<file path="config.mk">
export PLATFORM = sky130hd
export DESIGN_NAME = motion_segment_sequencer
export DESIGN_NICKNAME = d
export VERILOG_FILES = /design/src/rtl/msseq_pkg.sv /design/src/rtl/msseq_queue_ram.sv /design/src/rtl/motion_segment_sequencer.sv
export SDC_FILE = /design/constraint.sdc
export NUM_CORES = 2
export LEC_CHECK = 0
export BUFFER_PORTS_ARGS = -buffer_cell sky130_fd_sc_hd__buf_2
export CAP_MARGIN = 20
export CORE_ASPECT_RATIO = 0.8
export CORE_MARGIN = 2
export CORE_UTILIZATION = 62
export DETAILED_ROUTE_END_ITERATION = 8
export PLACE_DENSITY = 0.79
export SYNTH_ARGS = -nofsm -noshare
export SYNTH_HDL_FRONTEND = slang
export SYNTH_SLANG_ARGS = --single-unit
</file>
<file path="constraint.sdc">
create_clock -name clk -period 19.2 [get_ports clk]
set_input_delay 1.92 -clock clk [delete_from_list [all_inputs] [get_ports clk]]
set_output_delay 1.92 -clock clk [all_outputs]
set_load 0.02 [all_outputs]
</file>
<file path="src/rtl/msseq_pkg.sv">
// Shared constants, types and helper functions for the motion segment sequencer.
`default_nettype none
package msseq_pkg;

  localparam int SEG_SLOTS   = 16;
  localparam int PTR_W       = (SEG_SLOTS > 1) ? $clog2(SEG_SLOTS) : 1;

  localparam int REQ_W       = 3;
  localparam int WORD_W      = 32;
  localparam int DUR_W       = 34;
  localparam int MODE_W      = 2;
  localparam int QCNT_W      = 4;

  localparam int IN_TDATA_W  = 224;
  localparam int OUT_TDATA_W = 144;
  localparam int OUT_USED_W  = 138;

  localparam logic [REQ_W-1:0] REQ_PUSH   = 3'd0;
  localparam logic [REQ_W-1:0] REQ_START  = 3'd1;
  localparam logic [REQ_W-1:0] REQ_PAUSE  = 3'd2;
  localparam logic [REQ_W-1:0] REQ_RESUME = 3'd3;
  localparam logic [REQ_W-1:0] REQ_STOP   = 3'd4;
  localparam logic [REQ_W-1:0] REQ_ESTOP  = 3'd5;
  localparam logic [REQ_W-1:0] REQ_TICK   = 3'd6;
  localparam logic [REQ_W-1:0] REQ_CLEAR  = 3'd7;

  localparam logic [MODE_W-1:0] MODE_IDLE  = 2'd0;
  localparam logic [MODE_W-1:0] MODE_RUN   = 2'd1;
  localparam logic [MODE_W-1:0] MODE_PAUSE = 2'd2;
  localparam logic [MODE_W-1:0] MODE_ESTOP = 2'd3;

  typedef struct packed {
    logic [DUR_W-1:0]  duration;
    logic [WORD_W-1:0] sid;
    logic [WORD_W-1:0] tx;
    logic [WORD_W-1:0] ty;
    logic [WORD_W-1:0] tz;
  } queue_entry_t;

  localparam int ENTRY_W = $bits(queue_entry_t);

  function automatic logic [PTR_W-1:0] ring_next(input logic [PTR_W-1:0] p);
    return (p == PTR_W'(SEG_SLOTS - 1)) ? '0 : p + 1'b1;
  endfunction

  function automatic logic [PTR_W:0] ring_count(input logic [PTR_W-1:0] wp,
                                                input logic [PTR_W-1:0] rp);
    if (wp >= rp) begin
      return {1'b0, wp} - {1'b0, rp};
    end else begin
      return {1'b0, wp} + (PTR_W + 1)'(SEG_SLOTS) - {1'b0, rp};
    end
  endfunction

endpackage
`default_nettype wire

</file>
<file path="src/rtl/msseq_queue_ram.sv">
// Single write port, single registered read port memory for the segment queue.
`default_nettype none
module msseq_queue_ram #(
  parameter int DATA_W = 162,
  parameter int DEPTH  = 16,
  parameter int ADDR_W = 4
) (
  input  wire logic              clk,
  input  wire logic              wr_en,
  input  wire logic [ADDR_W-1:0] wr_addr,
  input  wire logic [DATA_W-1:0] wr_data,
  input  wire logic              rd_en,
  input  wire logic [ADDR_W-1:0] rd_addr,
  output logic      [DATA_W-1:0] rd_data
);

  logic [DATA_W-1:0] mem [DEPTH];

  always_ff @(posedge clk) begin
    if (wr_en) begin
      mem[wr_addr] <= wr_data;
    end
  end

  always_ff @(posedge clk) begin
    if (rd_en) begin
      rd_data <= mem[rd_addr];
    end
  end

endmodule
`default_nettype wire

</file>
<file path="src/rtl/motion_segment_sequencer.sv">
// Top level of the motion segment sequencer: command decode, run state and queue control.
//
// Requests arrive on the in_ channel: in_tuser carries the request type, in_tdata the
// segment fields used by a push. Every request produces exactly one result on the out_
// channel with the acceptance flag, run state, alarm, queue count, active segment status
// and the current axis positions.
// Segments wait in a ring queue held in a memory with a registered read port.
// Most requests complete at the accepting edge, where their result is registered.
// A tick that takes a segment from the queue also needs the queue memory read, so that
// request passes through the ST_POP state, and in_tready is low while it is there.
// The output register holds a result until it is taken; a new request is taken in the
// same cycle the pending result leaves, so a stalled receiver stalls the input side.
// Reset (rst_n low, synchronous) empties the queue, returns to idle, clears the alarm,
// the active segment and the positions. Queue entries are not cleared; no pass is run.
`default_nettype none
module motion_segment_sequencer (
  input  wire logic                               clk,
  input  wire logic                               rst_n,
  input  wire logic                               in_tvalid,
  output logic                                    in_tready,
  // seg_id, accel_len, cruise_len, decel_len, target_x, target_y, target_z
  input  wire logic [msseq_pkg::IN_TDATA_W-1:0]   in_tdata,
  // req_type
  input  wire logic [msseq_pkg::REQ_W-1:0]        in_tuser,
  output logic                                    out_tvalid,
  input  wire logic                               out_tready,
  // accepted, run_state, estop_alarm, queue_count, segment_active, segment_done,
  // active_id, pos_x, pos_y, pos_z, zero padding
  output logic      [msseq_pkg::OUT_TDATA_W-1:0]  out_tdata
);
  import msseq_pkg::*;

  localparam logic ST_IN  = 1'b0;
  localparam logic ST_POP = 1'b1;

  logic              state_r, state_nxt;
  logic [PTR_W-1:0]  wp_r, wp_nxt;
  logic [PTR_W-1:0]  rp_r, rp_nxt;
  logic [MODE_W-1:0] mode_r, mode_nxt;
  logic              alarm_r, alarm_nxt;
  logic              busy_r, busy_nxt;
  logic [DUR_W-1:0]  elapsed_r, elapsed_nxt;
  logic [DUR_W-1:0]  cur_dur_r, cur_dur_nxt;
  logic [WORD_W-1:0] cur_tx_r, cur_tx_nxt;
  logic [WORD_W-1:0] cur_ty_r, cur_ty_nxt;
  logic [WORD_W-1:0] cur_tz_r, cur_tz_nxt;
  logic [WORD_W-1:0] cur_sid_r, cur_sid_nxt;
  logic [WORD_W-1:0] pos_x_r, pos_x_nxt;
  logic [WORD_W-1:0] pos_y_r, pos_y_nxt;
  logic [WORD_W-1:0] pos_z_r, pos_z_nxt;
  logic              out_valid_r, out_valid_nxt;
  logic [OUT_TDATA_W-1:0] out_data_r;

  logic              in_fire;
  logic              out_load;
  logic              acc;
  logic              done;
  logic              wr_en;
  logic [DUR_W-1:0]  elapsed_inc;
  logic [PTR_W:0]    cnt_nxt;
  queue_entry_t      wr_entry;
  queue_entry_t      rd_entry;
  logic [ENTRY_W-1:0] rd_bits;

  assign in_tready = (state_r == ST_IN) && (!out_valid_r || out_tready);
  assign in_fire   = in_tvalid && in_tready;

  assign wr_entry.duration = DUR_W'(in_tdata[63:32]) + DUR_W'(in_tdata[95:64])
                           + DUR_W'(in_tdata[127:96]);
  assign wr_entry.sid      = in_tdata[31:0];
  assign wr_entry.tx       = in_tdata[159:128];
  assign wr_entry.ty       = in_tdata[191:160];
  assign wr_entry.tz       = in_tdata[223:192];
  assign rd_entry          = queue_entry_t'(rd_bits);

  assign elapsed_inc = elapsed_r + 1'b1;

  msseq_queue_ram #(
    .DATA_W (ENTRY_W),
    .DEPTH  (SEG_SLOTS),
    .ADDR_W (PTR_W)
  ) u_queue_ram (
    .clk     (clk),
    .wr_en   (wr_en),
    .wr_addr (wp_r),
    .wr_data (wr_entry),
    .rd_en   (in_fire),
    .rd_addr (rp_r),
    .rd_data (rd_bits)
  );

  always_comb begin
    state_nxt   = state_r;
    wp_nxt      = wp_r;
    rp_nxt      = rp_r;
    mode_nxt    = mode_r;
    alarm_nxt   = alarm_r;
    busy_nxt    = busy_r;
    elapsed_nxt = elapsed_r;
    cur_dur_nxt = cur_dur_r;
    cur_tx_nxt  = cur_tx_r;
    cur_ty_nxt  = cur_ty_r;
    cur_tz_nxt  = cur_tz_r;
    cur_sid_nxt = cur_sid_r;
    pos_x_nxt   = pos_x_r;
    pos_y_nxt   = pos_y_r;
    pos_z_nxt   = pos_z_r;
    acc         = 1'b0;
    done        = 1'b0;
    wr_en       = 1'b0;
    out_load    = 1'b0;

    if (state_r == ST_POP) begin
      cur_dur_nxt = rd_entry.duration;
      cur_tx_nxt  = rd_entry.tx;
      cur_ty_nxt  = rd_entry.ty;
      cur_tz_nxt  = rd_entry.tz;
      cur_sid_nxt = rd_entry.sid;
      rp_nxt      = ring_next(rp_r);
      busy_nxt    = 1'b1;
      elapsed_nxt = '0;
      acc         = 1'b1;
      out_load    = 1'b1;
      state_nxt   = ST_IN;
    end else if (in_fire) begin
      out_load = 1'b1;
      unique case (in_tuser)
        REQ_PUSH: begin
          if (ring_next(wp_r) != rp_r) begin
            wr_en  = 1'b1;
            wp_nxt = ring_next(wp_r);
            acc    = 1'b1;
          end
        end
        REQ_START: begin
          if (mode_r == MODE_IDLE || mode_r == MODE_PAUSE) begin
            mode_nxt = MODE_RUN;
            acc      = 1'b1;
          end
        end
        REQ_PAUSE: begin
          if (mode_r == MODE_RUN) begin
            mode_nxt = MODE_PAUSE;
            acc      = 1'b1;
          end
        end
        REQ_RESUME: begin
          if (mode_r == MODE_PAUSE) begin
            mode_nxt = MODE_RUN;
            acc      = 1'b1;
          end
        end
        REQ_STOP: begin
          mode_nxt = MODE_IDLE;
          wp_nxt   = '0;
          rp_nxt   = '0;
          busy_nxt = 1'b0;
          acc      = 1'b1;
        end
        REQ_ESTOP: begin
          mode_nxt  = MODE_ESTOP;
          alarm_nxt = 1'b1;
          wp_nxt    = '0;
          rp_nxt    = '0;
          busy_nxt  = 1'b0;
          acc       = 1'b1;
        end
        REQ_TICK: begin
          if (mode_r == MODE_RUN) begin
            acc = 1'b1;
            if (!busy_r) begin
              if (wp_r != rp_r) begin
                state_nxt = ST_POP;
                out_load  = 1'b0;
              end else begin
                mode_nxt = MODE_IDLE;
              end
            end else begin
              elapsed_nxt = elapsed_inc;
              if (elapsed_inc >= cur_dur_r) begin
                pos_x_nxt = cur_tx_r;
                pos_y_nxt = cur_ty_r;
                pos_z_nxt = cur_tz_r;
                busy_nxt  = 1'b0;
                done      = 1'b1;
              end
            end
          end
        end
        REQ_CLEAR: begin
          wp_nxt = '0;
          rp_nxt = '0;
          acc    = 1'b1;
        end
        default: begin
        end
      endcase
    end

    cnt_nxt = ring_count(wp_nxt, rp_nxt);

    priority if (out_load) begin
      out_valid_nxt = 1'b1;
    end else if (out_tready) begin
      out_valid_nxt = 1'b0;
    end else begin
      out_valid_nxt = out_valid_r;
    end
  end

  always_ff @(posedge clk) begin
    if (!rst_n) begin
      state_r     <= ST_IN;
      wp_r        <= '0;
      rp_r        <= '0;
      mode_r      <= MODE_IDLE;
      alarm_r     <= 1'b0;
      busy_r      <= 1'b0;
      elapsed_r   <= '0;
      cur_dur_r   <= '0;
      cur_tx_r    <= '0;
      cur_ty_r    <= '0;
      cur_tz_r    <= '0;
      cur_sid_r   <= '0;
      pos_x_r     <= '0;
      pos_y_r     <= '0;
      pos_z_r     <= '0;
      out_valid_r <= 1'b0;
    end else begin
      state_r     <= state_nxt;
      wp_r        <= wp_nxt;
      rp_r        <= rp_nxt;
      mode_r      <= mode_nxt;
      alarm_r     <= alarm_nxt;
      busy_r      <= busy_nxt;
      elapsed_r   <= elapsed_nxt;
      cur_dur_r   <= cur_dur_nxt;
      cur_tx_r    <= cur_tx_nxt;
      cur_ty_r    <= cur_ty_nxt;
      cur_tz_r    <= cur_tz_nxt;
      cur_sid_r   <= cur_sid_nxt;
      pos_x_r     <= pos_x_nxt;
      pos_y_r     <= pos_y_nxt;
      pos_z_r     <= pos_z_nxt;
      out_valid_r <= out_valid_nxt;
    end
  end

  always_ff @(posedge clk) begin
    if (out_load) begin
      out_data_r <= {(OUT_TDATA_W - OUT_USED_W)'(0),
                     pos_z_nxt, pos_y_nxt, pos_x_nxt, cur_sid_nxt,
                     done, busy_nxt, QCNT_W'(cnt_nxt),
                     alarm_nxt, mode_nxt, acc};
    end
  end

  assign out_tvalid = out_valid_r;
  assign out_tdata  = out_data_r;

endmodule
`default_nettype wire

</file>
==> results.yml <==
cells_and_area:
  final_layout_size_suffix_gt1_frac: 0.284
  nets: 6411
  synthToLayoutAreaGrowth_pct: 12.2
  fill_cells: 11149
  seqCellArea_um2: 93000
  multi_input_area_um2: 27900
flow_run:
  max_cap_violations: 0
clocking:
  insertion_delay_ns: 0.95
  cts_tree: "built"
  cts_resized: 0
  postCtsHoldBufs: 0
  numCtsBuffers: 304
  cts_htree_levels: 5
  cts_root_buf: "clkbuf_16"
  cts.sinks: 3198
  cts_setup_buffers: 0
  path_clk_slew_ns: 0.07
  clockBufferDepth: 4
critical_path:
  path_class: "reg -> reg"
  critPathRequiredTime_ns: 20.02
  critPathMaxFanout: 53
  rrSetupSlack_ns: 13.38
  cp-end-kind: "flip-flop"
  startpoint_type: "flip-flop"
  arrival_ns: 6.64
floorplanning:
  io_pins: 377
  start_util: 0.625
  die_area_um2: 200000
  rows: 145
  coreArea_um2: 195000
  die-width_um: 500
  die_h_um: 401
power_and_ir_drop:
  power_mw: 14.2
  p_leak_nw: 43.4
  powerDensity_nw_per_um2: 104
  irDropWorstVdd_mv: 0.113
placement:
  io_buffers: 370
  dp_hpwl_um: 138000
  place_congestion: 0.802
yosys:
  synth-xor-area-share: 0.00708
  ys_ff_latch: 3198
  synth_cell_types: 72
  yosys-top-cells-area: "edfxtp_1 (71%), mux4_2 (15%), dfxtp_1 (5.0%)"
  synthAdderAreaFrac: 0.0132
  yosysWarnings: 0
  synth-edff-count: 2892
  synth_top_cells_by_count: "edfxtp_1 (2892), mux4_2 (810), dfxtp_1 (306), clkbuf_1 (174), nor2b_1 (146)"
  async_flop_share: 0
  ys.flop_type: "edfxtp_1"
  avgSynthCellArea_um2: 22.0
  yosysSeqAreaShare: 0.762
  synth_compound_area_frac: 0.00910
  yosysMostFrequentCell: "edfxtp_1"
  synthSimpleGateAreaFrac: 0.0255
  synth_cells: 5548
  syn_area_um2: 122000
  synth_area_leader_cell: "edfxtp_1"
  synth_mux_area_frac: 0.172
  synth_top_family_by_area: "multiplexers"
  synth_top_area_frac: 0.712
routing:
  wl_per_cell_um: 32.3
  ant_nets: 0
  drtPass1Iterations: 6
  drc: 0
  wirelength_um: 288000
  drt_iter0_drc: 8033
  vias_per_cell: 6.68
  vias: 59410
sta:
  max-slew-margin-rel: 0.141
  clock.fmax_mhz: 172
  tightest_slew_ns: 1.29
  period_minus_slack_ns: 5.82
  rsz0062_at_grt: "false"
  slew_violations: 0
  setup_viol: 0
  finalSetupTns_ns: 0
  final_hold_viol_count: 0
  post-route-period-util: 0.303
  finClkSkew_ns: 0.0565
global_route:
  gr-total-overflow: 0
  grt_usage: 0.289
  grt_pass1_vias: 60693
  grt_max_degree: 130
  grt_antenna_before_repair: 50
  grt_pass1_wl_um: 419000
outcome:
  status: "completed"
worst_hold_path:
  hold_class: "reg -> reg"
==> worst paths after layout <==
path	from	to	cells after the start
worst max-delay path	elapsed_r[0]	pos_x_r[7]	15
worst min-delay path	u_queue_ram.rd_data[8]	cur_tz_r[8]	2
worst max register to register	elapsed_r[0]	pos_x_r[7]	15
worst min register to register	u_queue_ram.rd_data[8]	cur_tz_r[8]	2
==> per-layer routing <==
metal	vias to the layer above	track usage	wire, um
li1	23809	-	-
met1	31564	0.403	108000
met2	3446	0.478	146000
met3	557	0.0507	24800
met4	34	0.0852	8140
met5	-	0	204
==> critical path, cell delays in order (launching register included) <==
cell      delay [ns]
dfxtp_1         0.43
ha_1            0.25
nand3_1         0.24
nor2_1          0.28
nand3_1         0.33
nor2_1          0.22
xor2_1          0.17
ha_1            0.27
and4_1          0.23
a221oi_1        0.54
nand2_1         0.19
o221ai_4        0.23
buf_4           0.76
buf_4           0.78
mux2_1          0.42
and2_1          0.20
==> flip-flops by register name, indices dropped and copies added, names as in the netlist <==
signal and count:
u_queue_ram.mem 2592, u_queue_ram.rd_data 162, out_tdata 138, cur_dur_r 34, cur_sid_r 32, cur_tz_r 32, cur_ty_r 32, state_r 1
rp_r 4, out_tvalid 1, pos_z_r 32, wp_r 4, elapsed_r 34, pos_y_r 32, alarm_r 1, pos_x_r 32
mode_r 2, busy_r 1, cur_tx_r 32
==> area by class of cell <==
class / instances / area share
diodes: 26 / 0.000475
clock buffers: 414 / 0.0614
clock inverters: 116 / 0.00835
inverters: 67 / 0.00184
multi-input cells: 2015 / 0.203
flip-flops and latches: 3198 / 0.679
well taps: 2572 / 0.0235
repair buffers: 486 / 0.0216
==> through the flow <==
step / setup WS, ns / hold WS [ns] / cell area (um^2) / utilization / cells
after floorplan: 4.35 / 0.467 / 122000 / - / 5553
after global placement: 13.11 / 0.476 / 127000 / 0.650 / 8319
after detailed placement: 12.92 / 0.494 / 127000 / 0.651 / 8322
after CTS: 13.34 / 0.478 / 137000 / 0.700 / 8852
after global routing: 13.01 / 0.504 / 137000 / 0.700 / 8882
final: 13.38 / 0.479 / 137000 / 0.701 / 8894
==> cells by family (layout without fill, tap and decap cells) <==
kind of cell	Yosys count	count (layout)
XOR/XNOR	97	97
multiplexers	1068	1068
adder cells (fa/ha/maj)	108	108
AND/OR/NAND/NOR	562	562
other	1	32
buffers and inverters	340	1083
flip-flops	3198	3198
AO/OA/AOI/OAI	174	174
==> layout by cell type, fill, tap and decap left out, types with 21 or more instances in the layout <==
cell	n
mux2i_1	130
nand2_1	72
clkinv_2	40
clkbuf_8	26
and2_1	141
xor2_1	47
nand3_1	26
inv_1	67
clkbuf_1	79
fa_1	34
clkinv_1	37
xnor2_1	48
mux2_2	37
diode_2	26
dfxtp_1	301
o21ai_0	35
edfxtp_1	2892
mux2_1	91
nor2_1	82
clkbuf_16	311
ha_1	74
a21oi_1	56
buf_4	97
nor2b_1	146
bufinv_16	21
buf_2	369
mux4_2	810
==> report_power, final <==
group          internal (mW)  switching, mW
Sequential              7.78         0.0183
Combinational          0.152          0.403
Clock                   3.35           2.50
No activity file was read; power rests on OpenSTA's default activity.
